$ cat config.mk
export PLATFORM = sky130hd
export DESIGN_NAME = descriptor_slot_allocator_core_flat
export DESIGN_NICKNAME = d
export VERILOG_FILES = /design/src/hdl/dsa_pkg.sv /design/src/hdl/dsa_if.sv /design/src/hdl/dsa_front.sv /design/src/hdl/dsa_back.sv /design/src/hdl/descriptor_slot_allocator_core.sv /design/src/flat_wrapper.sv
export SDC_FILE = /design/constraint.sdc
export NUM_CORES = 2
export LEC_CHECK = 0
export ABC_AREA = 0
export BUFFER_PORTS_ARGS = -buffer_cell sky130_fd_sc_hd__buf_2
export CAP_MARGIN = 5
export CELL_PAD_IN_SITES_DETAIL_PLACEMENT = 0
export CELL_PAD_IN_SITES_GLOBAL_PLACEMENT = 1
export CORE_ASPECT_RATIO = 0.6
export CORE_MARGIN = 2
export CORE_UTILIZATION = 53
export DETAILED_ROUTE_END_ITERATION = 16
export GPL_TIMING_DRIVEN = 0
export PLACE_DENSITY_LB_ADDON = 0.1
export SYNTH_ARGS = -nofsm -noshare
export SYNTH_HDL_FRONTEND = slang
export SYNTH_SLANG_ARGS = --single-unit
$ cat constraint.sdc
create_clock -name clk -period 4.25 [get_ports clk]
set_input_delay 0.425 -clock clk [delete_from_list [all_inputs] [get_ports clk]]
set_output_delay 0.425 -clock clk [all_outputs]
set_load 0.02 [all_outputs]
$ cat src/hdl/dsa_pkg.sv
// types and constants shared by the descriptor slot allocator
`default_nettype none
package dsa_pkg;

  localparam int MODE_W   = 3;
  localparam int IDX_W    = 10;
  localparam int ARG_W    = 10;
  localparam int FH_W     = 16;
  localparam int STATUS_W = 2;
  localparam int CHUNK    = 16;
  localparam int CHUNK_W  = 4;

  typedef enum logic [MODE_W-1:0] {
    OP_ALLOC,
    OP_BIND,
    OP_RELEASE,
    OP_LOOKUP,
    OP_INSTALL,
    OP_GET_FLAG,
    OP_SET_FLAG,
    OP_DUP
  } op_t;

  typedef enum logic [STATUS_W-1:0] {
    STAT_OK,
    STAT_BAD_DESC,
    STAT_NO_SLOT
  } status_t;

  typedef struct packed {
    op_t              op;
    logic [IDX_W-1:0] idx;
    logic [ARG_W-1:0] arg;
    logic [FH_W-1:0]  fh;
    logic             ce;
    logic             ok_idx;
    logic             scan;
  } req_t;

endpackage
`default_nettype wire

$ cat src/hdl/dsa_if.sv
// request and response channel interfaces
`default_nettype none
interface dsa_in_if import dsa_pkg::*; ();
  logic              valid;
  logic              ready;
  logic [MODE_W-1:0] mode;
  logic [IDX_W-1:0]  slot_index;
  logic [ARG_W-1:0]  argument;
  logic [FH_W-1:0]   file_handle;
  logic              cloexec;

  modport source (output valid, mode, slot_index, argument, file_handle, cloexec,
                  input ready);
  modport sink (input valid, mode, slot_index, argument, file_handle, cloexec,
                output ready);
endinterface

interface dsa_out_if import dsa_pkg::*; ();
  logic                valid;
  logic                ready;
  logic [STATUS_W-1:0] status;
  logic [IDX_W-1:0]    result_slot;
  logic [FH_W-1:0]     handle_out;
  logic                flag_out;

  modport source (output valid, status, result_slot, handle_out, flag_out,
                  input ready);
  modport sink (input valid, status, result_slot, handle_out, flag_out,
                output ready);
endinterface
`default_nettype wire

$ cat src/hdl/dsa_front.sv
// request intake, classification and two-entry request queue
`default_nettype none
module dsa_front import dsa_pkg::*; #(
  parameter int SLOTS = 64
) (
  input  wire logic clk,
  input  wire logic rst,
  dsa_in_if.sink    req,
  output logic      deq_valid,
  output req_t      deq,
  input  wire logic deq_pop
);

  req_t       q_mem [2];
  logic       wr_ptr;
  logic       rd_ptr;
  logic [1:0] count;
  logic       push;
  logic       pop;
  req_t       incoming;
  op_t        op_in;

  assign req.ready = (count != 2'd2);
  assign push      = req.valid && req.ready;
  assign deq_valid = (count != 2'd0);
  assign pop       = deq_pop && deq_valid;
  assign deq       = q_mem[rd_ptr];

  // classify: range check on the slot, and whether a free-slot scan may follow
  always_comb begin
    op_in           = op_t'(req.mode);
    incoming.op     = op_in;
    incoming.idx    = req.slot_index;
    incoming.arg    = req.argument;
    incoming.fh     = req.file_handle;
    incoming.ce     = req.cloexec;
    incoming.ok_idx = ({1'b0, req.slot_index} < (IDX_W + 1)'(SLOTS));
    incoming.scan   = op_in inside {OP_ALLOC, OP_DUP};
  end

  always_ff @(posedge clk) begin
    if (push) begin
      q_mem[wr_ptr] <= incoming;
    end
  end

  always_ff @(posedge clk) begin
    if (rst) begin
      wr_ptr <= 1'b0;
      rd_ptr <= 1'b0;
      count  <= 2'd0;
    end else begin
      if (push) begin
        wr_ptr <= ~wr_ptr;
      end
      if (pop) begin
        rd_ptr <= ~rd_ptr;
      end
      case ({push, pop})
        2'b10:   count <= count + 2'd1;
        2'b01:   count <= count - 2'd1;
        default: count <= count;
      endcase
    end
  end

endmodule
`default_nettype wire

$ cat src/hdl/dsa_back.sv
// slot table, chunked free-slot scan and response register
`default_nettype none
module dsa_back import dsa_pkg::*; #(
  parameter int SLOTS       = 64,
  parameter int HANDLE_BITS = 16
) (
  input  wire logic clk,
  input  wire logic rst,
  input  wire logic q_valid,
  input  wire req_t q,
  output logic      q_pop,
  dsa_out_if.source rsp
);

  localparam int IW  = $clog2(SLOTS);
  localparam int HW  = $clog2(SLOTS + 1);
  localparam int SW  = (HW > ARG_W) ? HW : ARG_W;
  localparam int NCH = (SLOTS + CHUNK - 1) / CHUNK;
  localparam int CW  = (NCH > 1) ? $clog2(NCH) : 1;
  localparam int PAD = NCH * CHUNK;

  typedef enum logic [1:0] {S_IDLE, S_SCAN, S_FIN} state_t;

  state_t                 state;
  logic [SLOTS-1:0]       busy;
  logic [SLOTS-1:0]       bound;
  logic [HW-1:0]          hint;
  logic [HANDLE_BITS-1:0] handle_mem [SLOTS];
  logic                   flag_mem [SLOTS];
  logic [HANDLE_BITS-1:0] handle_rd;
  logic                   flag_rd;

  req_t          cur;
  logic          st_busy;
  logic          st_bound;
  logic [SW-1:0] start;
  logic          at_hint;
  logic [CW-1:0] chunk;
  logic          first;
  logic          found;
  logic [IW-1:0] n;

  logic [STATUS_W-1:0] rsp_status;
  logic [IDX_W-1:0]    rsp_slot;
  logic [FH_W-1:0]     rsp_handle;
  logic                rsp_flag;
  logic                rsp_valid;

  // dispatch side
  logic [IW-1:0] rd_addr;
  logic [SW-1:0] arg_w;
  logic [SW-1:0] hint_w;
  logic [SW-1:0] start_calc;
  logic          need_scan;

  // scan side
  logic [PAD-1:0]     busy_pad;
  logic [CHUNK-1:0]   window;
  logic [CHUNK-1:0]   mask;
  logic [CHUNK-1:0]   free_bits;
  logic [CHUNK_W-1:0] pos;
  logic               hit;
  logic [CW+CHUNK_W-1:0] hit_slot;

  // finish side
  logic                   fin_go;
  status_t                f_status;
  logic [IDX_W-1:0]       f_slot;
  logic [FH_W-1:0]        f_handle;
  logic                   f_flag;
  logic                   wr_en;
  logic                   wr_flag_only;
  logic [IW-1:0]          wr_addr;
  logic [HANDLE_BITS-1:0] wr_handle;
  logic                   wr_flag;
  logic                   mark_busy;
  logic                   mark_bound;
  logic                   clear_slot;
  logic                   hint_en;
  logic [HW-1:0]          hint_next;
  logic [IW-1:0]          cur_addr;
  logic [SW-1:0]          cur_idx_w;
  logic [31:0]            fh_w;
  logic [31:0]            hrd_w;
  logic                   reserved;

  assign q_pop = (state == S_IDLE) && q_valid;

  assign rsp.valid       = rsp_valid;
  assign rsp.status      = rsp_status;
  assign rsp.result_slot = rsp_slot;
  assign rsp.handle_out  = rsp_handle;
  assign rsp.flag_out    = rsp_flag;

  // dispatch
  always_comb begin
    rd_addr    = q.ok_idx ? q.idx[IW-1:0] : '0;
    arg_w      = SW'(q.arg);
    hint_w     = SW'(hint);
    start_calc = (arg_w >= hint_w) ? arg_w : hint_w;
    need_scan  = q.scan && ((q.op == OP_ALLOC) || (q.ok_idx && bound[rd_addr]));
  end

  // scan one chunk of the occupancy map per cycle
  always_comb begin
    busy_pad            = '1;
    busy_pad[SLOTS-1:0] = busy;
    window              = busy_pad[chunk * CHUNK +: CHUNK];
    mask                = first ? ({CHUNK{1'b1}} << start[CHUNK_W-1:0]) : {CHUNK{1'b1}};
    free_bits           = ~window & mask;
    hit                 = |free_bits;
    pos                 = '0;
    for (int j = CHUNK - 1; j >= 0; j--) begin
      if (free_bits[j]) begin
        pos = CHUNK_W'(j);
      end
    end
    hit_slot = {chunk, pos};
  end

  // finish: decide result and table updates
  always_comb begin
    fin_go       = (state == S_FIN) && (!rsp_valid || rsp.ready);
    cur_addr     = cur.ok_idx ? cur.idx[IW-1:0] : '0;
    cur_idx_w    = SW'(cur.idx);
    fh_w         = 32'(cur.fh);
    hrd_w        = 32'(handle_rd);
    reserved     = st_busy && !st_bound;
    f_status     = STAT_OK;
    f_slot       = cur.idx;
    f_handle     = '0;
    f_flag       = 1'b0;
    wr_en        = 1'b0;
    wr_flag_only = 1'b0;
    wr_addr      = cur_addr;
    wr_handle    = fh_w[HANDLE_BITS-1:0];
    wr_flag      = cur.ce;
    mark_busy    = 1'b0;
    mark_bound   = 1'b0;
    clear_slot   = 1'b0;
    hint_en      = 1'b0;
    hint_next    = hint;
    case (cur.op)
      OP_ALLOC: begin
        if (found) begin
          f_slot    = IDX_W'(n);
          wr_addr   = n;
          mark_busy = 1'b1;
        end else begin
          f_status = STAT_NO_SLOT;
        end
        hint_en   = at_hint;
        hint_next = found ? (HW'(n) + HW'(1)) : HW'(SLOTS);
      end
      OP_BIND: begin
        if (!cur.ok_idx || !reserved) begin
          f_status = STAT_BAD_DESC;
        end else begin
          wr_en      = 1'b1;
          mark_bound = 1'b1;
        end
      end
      OP_RELEASE: begin
        if (!cur.ok_idx || !st_busy) begin
          f_status = STAT_BAD_DESC;
        end else begin
          clear_slot = 1'b1;
          hint_en    = (cur_idx_w < SW'(hint));
          hint_next  = HW'(cur.idx);
        end
      end
      OP_LOOKUP: begin
        if (!cur.ok_idx || !st_bound) begin
          f_status = STAT_BAD_DESC;
        end else begin
          f_handle = hrd_w[FH_W-1:0];
        end
      end
      OP_INSTALL: begin
        if (!cur.ok_idx || reserved) begin
          f_status = STAT_BAD_DESC;
        end else begin
          wr_en      = 1'b1;
          mark_busy  = 1'b1;
          mark_bound = 1'b1;
          hint_en    = (cur_idx_w == SW'(hint));
          hint_next  = hint + HW'(1);
        end
      end
      OP_GET_FLAG: begin
        if (!cur.ok_idx || !st_bound) begin
          f_status = STAT_BAD_DESC;
        end else begin
          f_flag = flag_rd;
        end
      end
      OP_SET_FLAG: begin
        if (!cur.ok_idx || !st_bound) begin
          f_status = STAT_BAD_DESC;
        end else begin
          wr_flag_only = 1'b1;
          wr_flag      = cur.arg[0];
        end
      end
      OP_DUP: begin
        if (!cur.ok_idx || !st_bound) begin
          f_status = STAT_BAD_DESC;
        end else begin
          if (found) begin
            f_slot     = IDX_W'(n);
            wr_addr    = n;
            wr_handle  = handle_rd;
            wr_en      = 1'b1;
            mark_busy  = 1'b1;
            mark_bound = 1'b1;
          end else begin
            f_status = STAT_NO_SLOT;
          end
          hint_en   = at_hint;
          hint_next = found ? (HW'(n) + HW'(1)) : HW'(SLOTS);
        end
      end
      default: begin
        f_status = STAT_BAD_DESC;
      end
    endcase
  end

  // handle and flag stores
  always_ff @(posedge clk) begin
    if (q_pop) begin
      handle_rd <= handle_mem[rd_addr];
    end
    if (fin_go && wr_en) begin
      handle_mem[wr_addr] <= wr_handle;
    end
  end

  always_ff @(posedge clk) begin
    if (q_pop) begin
      flag_rd <= flag_mem[rd_addr];
    end
    if (fin_go && (wr_en || wr_flag_only)) begin
      flag_mem[wr_addr] <= wr_flag;
    end
  end

  always_ff @(posedge clk) begin
    if (rst) begin
      state     <= S_IDLE;
      busy      <= '0;
      bound     <= '0;
      hint      <= '0;
      rsp_valid <= 1'b0;
      found     <= 1'b0;
      first     <= 1'b0;
      chunk     <= '0;
    end else begin
      if (rsp_valid && rsp.ready && !fin_go) begin
        rsp_valid <= 1'b0;
      end
      case (state)
        S_IDLE: begin
          if (q_pop) begin
            cur      <= q;
            st_busy  <= busy[rd_addr];
            st_bound <= bound[rd_addr];
            start    <= start_calc;
            at_hint  <= (start_calc == hint_w);
            found    <= 1'b0;
            first    <= 1'b1;
            chunk    <= CW'(start_calc >> CHUNK_W);
            if (need_scan && (start_calc < SW'(SLOTS))) begin
              state <= S_SCAN;
            end else begin
              state <= S_FIN;
            end
          end
        end
        S_SCAN: begin
          first <= 1'b0;
          if (hit) begin
            found <= 1'b1;
            n     <= IW'(hit_slot);
            state <= S_FIN;
          end else if (chunk == CW'(NCH - 1)) begin
            state <= S_FIN;
          end else begin
            chunk <= chunk + CW'(1);
          end
        end
        S_FIN: begin
          if (fin_go) begin
            if (mark_busy) begin
              busy[wr_addr] <= 1'b1;
            end
            if (mark_bound) begin
              bound[wr_addr] <= 1'b1;
            end
            if (clear_slot) begin
              busy[cur_addr]  <= 1'b0;
              bound[cur_addr] <= 1'b0;
            end
            if (hint_en) begin
              hint <= hint_next;
            end
            rsp_status <= f_status;
            rsp_slot   <= f_slot;
            rsp_handle <= f_handle;
            rsp_flag   <= f_flag;
            rsp_valid  <= 1'b1;
            state      <= S_IDLE;
          end
        end
        default: begin
          state <= S_IDLE;
        end
      endcase
    end
  end

  a_hint_range: assert property (@(posedge clk) disable iff (rst)
    hint <= HW'(SLOTS))
    else $error("free hint beyond table");

  a_bound_busy: assert property (@(posedge clk) disable iff (rst)
    (bound & ~busy) == '0)
    else $error("bound slot not marked in use");

  a_found_free: assert property (@(posedge clk) disable iff (rst)
    (state == S_FIN) && found |-> !busy[n])
    else $error("scan returned a slot in use");

  a_rsp_from_fin: assert property (@(posedge clk) disable iff (rst)
    $rose(rsp_valid) |-> $past(state) == S_FIN)
    else $error("response raised outside finish");

endmodule
`default_nettype wire

$ cat src/hdl/descriptor_slot_allocator_core.sv
// top level of the descriptor slot allocator
// A table of SLOTS descriptor slots, each free, reserved or bound to a file handle
// with a close-on-exec flag, served one request at a time in arrival order. A
// two-entry request queue sits in front of the executor, and a response register
// behind it, so a new request is taken while a response waits. Lookup, bind,
// release, install and flag operations go from idle straight to the finish state
// of the executor; alloc and duplicate first pass through a scan state that walks
// the occupancy map one 16-slot chunk at a time, from the larger of the minimum
// and the lowest-free hint; a minimum past the table or a duplicate of a slot
// that is not bound scans nothing. No clearing pass is needed after reset.
`default_nettype none
module descriptor_slot_allocator_core import dsa_pkg::*; #(
  parameter int SLOTS       = 64,
  parameter int HANDLE_BITS = 16
) (
  input  wire logic clk,
  input  wire logic rst,
  dsa_in_if.sink    req,
  dsa_out_if.source rsp
);

  logic deq_valid;
  req_t deq;
  logic deq_pop;

  dsa_front #(
    .SLOTS (SLOTS)
  ) u_front (
    .clk       (clk),
    .rst       (rst),
    .req       (req),
    .deq_valid (deq_valid),
    .deq       (deq),
    .deq_pop   (deq_pop)
  );

  dsa_back #(
    .SLOTS       (SLOTS),
    .HANDLE_BITS (HANDLE_BITS)
  ) u_back (
    .clk     (clk),
    .rst     (rst),
    .q_valid (deq_valid),
    .q       (deq),
    .q_pop   (deq_pop),
    .rsp     (rsp)
  );

endmodule
`default_nettype wire

$ cat src/flat_wrapper.sv
// flat-port wrapper written by rule: the top's interface ports become plain ports
module descriptor_slot_allocator_core_flat import dsa_pkg::*;
#(
  parameter int SLOTS       = 64,
  parameter int HANDLE_BITS = 16
)
  (clk, rst, req_valid, req_mode, req_slot_index, req_argument, req_file_handle, req_cloexec, req_ready, rsp_valid, rsp_status, rsp_result_slot, rsp_handle_out, rsp_flag_out, rsp_ready);
  dsa_in_if req_i ();
  dsa_out_if rsp_i ();
  input  wire logic clk;
  input  wire logic rst;
  input wire logic [$bits(req_i.valid)-1:0] req_valid;
  input wire logic [$bits(req_i.mode)-1:0] req_mode;
  input wire logic [$bits(req_i.slot_index)-1:0] req_slot_index;
  input wire logic [$bits(req_i.argument)-1:0] req_argument;
  input wire logic [$bits(req_i.file_handle)-1:0] req_file_handle;
  input wire logic [$bits(req_i.cloexec)-1:0] req_cloexec;
  output wire logic [$bits(req_i.ready)-1:0] req_ready;
  output wire logic [$bits(rsp_i.valid)-1:0] rsp_valid;
  output wire logic [$bits(rsp_i.status)-1:0] rsp_status;
  output wire logic [$bits(rsp_i.result_slot)-1:0] rsp_result_slot;
  output wire logic [$bits(rsp_i.handle_out)-1:0] rsp_handle_out;
  output wire logic [$bits(rsp_i.flag_out)-1:0] rsp_flag_out;
  input wire logic [$bits(rsp_i.ready)-1:0] rsp_ready;
  assign req_i.valid = req_valid;
  assign req_i.mode = req_mode;
  assign req_i.slot_index = req_slot_index;
  assign req_i.argument = req_argument;
  assign req_i.file_handle = req_file_handle;
  assign req_i.cloexec = req_cloexec;
  assign req_ready = req_i.ready;
  assign rsp_valid = rsp_i.valid;
  assign rsp_status = rsp_i.status;
  assign rsp_result_slot = rsp_i.result_slot;
  assign rsp_handle_out = rsp_i.handle_out;
  assign rsp_flag_out = rsp_i.flag_out;
  assign rsp_i.ready = rsp_ready;
  descriptor_slot_allocator_core #(.SLOTS(SLOTS), .HANDLE_BITS(HANDLE_BITS)) u_core (.clk(clk), .rst(rst), .req(req_i), .rsp(rsp_i));
endmodule
==> results.sh <==
export IMPL_seq_area_sq_um=40900
export IMPL_ys_warn_count=0
export IMPL_synthesis_nets=4267
export IMPL_fin_area_sq_um=66600
export IMPL_die_area_sq_um=111000
export IMPL_grt_max_degree=65
export IMPL_hold_start="req_valid"
export IMPL_vias=41000
export IMPL_drc=0
export IMPL_r2r_slack_ns=-0.09
export IMPL_hold_ws_ns=0.113
export IMPL_tns_ns=-1.31
export IMPL_syn_area_per_cell_sq_um=13.6
export IMPL_hpwl_microns=144000
export IMPL_setup_viol=24
export IMPL_hold_violations=0
export IMPL_period_share_pct=102
export IMPL_cts_root_buf="clkbuf_16"
export IMPL_ant_nets=0
export IMPL_fill_cells=8227
export IMPL_final_cell_mix="edfxtp_1 (1263), nand2_1 (386), a211oi_1 (318)"
export IMPL_die_y_microns=259
export IMPL_fp_dieW_microns=429
export IMPL_numClockSinks=1410
export IMPL_min_to="u_core.u_front.wr_ptr"
export IMPL_powerDensity_nw_per_um2=572
export IMPL_crit_type="flip-flop to flip-flop"
export IMPL_placed_cell_area_sq_um=61000
export IMPL_clockBufferDepth=3
export IMPL_min_path_type="input port to flip-flop"
export IMPL_r2r_end="u_core.u_back.handle_rd[14]"
export IMPL_drtIter0Drc=6740
export IMPL_cap_violations=1
export IMPL_synthToLayoutAreaGrowth_pct=16.1
export IMPL_syn_cell_area_sq_um=57400
export IMPL_worst_slack_ns=-0.0876
export IMPL_drt_wl_total_microns=200000
export IMPL_cts_buffers=131
export IMPL_max_slew_margin_pct=-2.46
export IMPL_grt_total_usage_pct=35.9
export IMPL_preCtsSetupSlack_ns=-1.48
export IMPL_final_nets=4613
export IMPL_total_power_uw=38100
export IMPL_grt_pass1_wl_microns=281000
export IMPL_ys_seq_elements=1410
export IMPL_arrival_ns=4.84
export IMPL_row_count=93
export IMPL_cp_required_ns=4.75
export IMPL_holdPathStages=4
export IMPL_rsz0062_at_grt="yes"
export IMPL_viasPerCell=6.74
export IMPL_clk_latency_ns=0.79
export IMPL_end_kind="flip-flop"
export IMPL_r2r_start="u_core.u_front.q_mem[1][1]"
export IMPL_status="complete, but fails checks"
export IMPL_yosys_most_used_dff="edfxtp_1"
export IMPL_worst_path_max_fanout=10
export IMPL_finClkSkew_ns=0.0234
export IMPL_gp_congestion=1.15
export IMPL_ctsHtreeMaxLevel=4
export IMPL_worstRegToRegCells=10
export IMPL_ys_types=76
export IMPL_drive_gt1_share_pct=16.4
export IMPL_ir_drop_mv=0.397
export IMPL_clk_pin_slew_worst_paths_ns=0.06
export IMPL_gr_total_overflow=0
export IMPL_first_pass_iters=7
export IMPL_grt_antenna_before_repair=4
export IMPL_slew_viol_final=11
export IMPL_syn_inst=4205
export IMPL_mostFrequentLayoutCell="edfxtp_1"
export IMPL_grt_pass1_vias=37600
export IMPL_startpoint_type="flip-flop"
export IMPL_yosysSeqAreaShare_pct=71.2
export IMPL_cts_tree="yes"
export IMPL_clock_fmax_mhz=231
export IMPL_core_area_sq_um=107000
export IMPL_power_leakage_uw=0.0213
export IMPL_synth_edf_count=1263
export IMPL_port_buffers=74
export IMPL_violations="capacitance limit, slew limit, setup timing"
export IMPL_synthArstFlopShare_pct=0
export IMPL_multi_input_area_sq_um=15900
export IMPL_num_io_pins=75
export IMPL_worst_pin_slew_ns=1.54
export IMPL_wl_per_cell_microns=33.0
export IMPL_min_period_ns=4.34
export IMPL_start_util_pct=53.5
-- critical path, cell delays in order, from the launching register on --
cell and delay, ns:
edfxtp_1 0.46, and2_1 0.19, buf_2 0.18, a22oi_2 0.48, buf_6 0.34, buf_4 0.38, clkbuf_1 0.75, a21oi_1 0.28
a21oi_1 0.32, a211oi_4 0.16, a21oi_1 0.49
-- final cells by class --
cell class	count	share of cell area, %
multi-input cells	2419	23.9
well taps	1425	2.68
repair buffers	215	3.23
inverters	15	0.0845
clock inverters	69	0.874
clock buffers	167	5.38
diodes	3	0.0113
plain buffers	359	2.49
flip-flops and latches	1410	61.4
-- report_power, final --
group          total (uW)  switching, uW  leakage (uW)  internal [uW]
registers           16400            226        0.0126          16200
clock network       11800           5280       0.00204           6480
logic                9910           7400       0.00666           2510
-- registers in the layout, indices dropped and copies added, names as in the netlist, 2 cells and up, named ones only --
register,cells
u_core.u_back.state,2
u_core.u_back.hint,7
u_core.u_back.chunk,2
u_core.u_back.handle_mem,1024
u_core.u_back.rsp.handle_out,16
u_core.u_back.bound,64
u_core.u_back.handle_rd,16
u_core.u_front.q_mem,84
u_core.u_back.start,4
u_core.u_back.rsp.result_slot,10
u_core.u_back.cur,22
u_core.u_back.n,6
u_core.u_back.busy,64
u_core.u_front.count,2
u_core.u_back.flag_mem,64
u_core.u_back.rsp.status,2
u_core.u_back.cur_idx_w,10
-- stage by stage --
| stage | instances | utilization [%] |
|---|---|---|
| floorplan | 4205 | - |
| global placement | 5704 | 55.5 |
| detailed placement | 5787 | 56.9 |
| CTS | 6066 | 61.6 |
| global route | 6079 | 62.1 |
| finish | 6082 | 62.1 |
-- worst max path at each step --
stage	from	end	slack (ns)	cells past startpoint
3_5_place_dp	flip-flop	u_core.u_back.handle_rd[12]	-1.48	12
6_report	u_core.u_front.q_mem[1][1]	u_core.u_back.handle_rd[14]	-0.09	10
3_3_place_gp	u_core.u_front.q_mem[1][1]	u_core.u_back.handle_rd[8]	-1.80	11
2_1_floorplan	u_core.u_back.cur[40]	u_core.u_back.handle_mem[0][0]	0.66	9
5_1_grt	u_core.u_back.cur[41]	u_core.u_back.handle_mem[19][11]	-0.13	9
4_1_cts	flip-flop	u_core.u_back.handle_rd[10]	-0.01	11
-- synth_stat cells, types with 4 or more instances --
library cell  count  area share (%)
a311oi_1        113             1.7
xor2_1            6           0.092
dfxtp_1         147             5.1
a21oi_1         162             1.4
buf_1            41            0.27
nand2_1         386             2.5
nor4_1            7           0.076
buf_4             4           0.052
xnor2_1          12            0.18
nor3_2            5           0.087
o22ai_1         291             3.2
mux4_2           16            0.63
nand3_1          63            0.55
buf_6             5           0.098
inv_1            15           0.098
nor2b_1           7           0.076
a22o_1            9            0.14
a221oi_1          7            0.11
nor3_1          287             2.5
nand4_1           5           0.055
nor2_1          134            0.88
and2_1           26            0.28
o21ai_0          66            0.58
a31oi_1          44            0.48
nand2b_1         15            0.16
mux2_2           58             1.1
ha_1             18            0.39
and3_1          137             1.5
or3_1             9           0.098
clkbuf_1        235             1.5
a211o_1           4           0.061
a22oi_1           8            0.10
nand3b_1          9            0.12
buf_2            75            0.65
mux2i_1          15            0.26
edfxtp_1       1263              66
o21a_1           96             1.3
a211oi_1        335             4.4
a21o_1            8            0.10
-- cell families (layout without fill, tap and decap cells) --
family	Yosys count	in the layout	share of synthesized area, %
buffers and inverters	376	825	2.72
adders and majority gates	18	18	0.392
other	0	3	0
muxes	89	89	2.03
AOI/OAI and AO/OA	1181	1181	14.1
DFF	1410	1410	71.2
xor gates and xnor gates	18	18	0.275
and+or+nand+nor	1113	1113	9.24
-- metal layers --
layer | GRT usage, % | share of wire, % | vias to the layer above
li1 | - | - | 17300
met1 | 54.8 | 43 | 20600
met2 | 47.6 | 40 | 2730
met3 | 12.5 | 14 | 300
met4 | 11.4 | 2.8 | 4
met5 | 0 | 0.039 | -
-- timing repair --
action,4_1_cts,5_1_grt
hold buffers,42,0
gates resized for setup,136,128
pin swaps,3,16
endpoints found under the hold margin,86,0
buffers inserted,1,9
setup endpoints to repair,167,241
(Power assumes the default switching activity.)
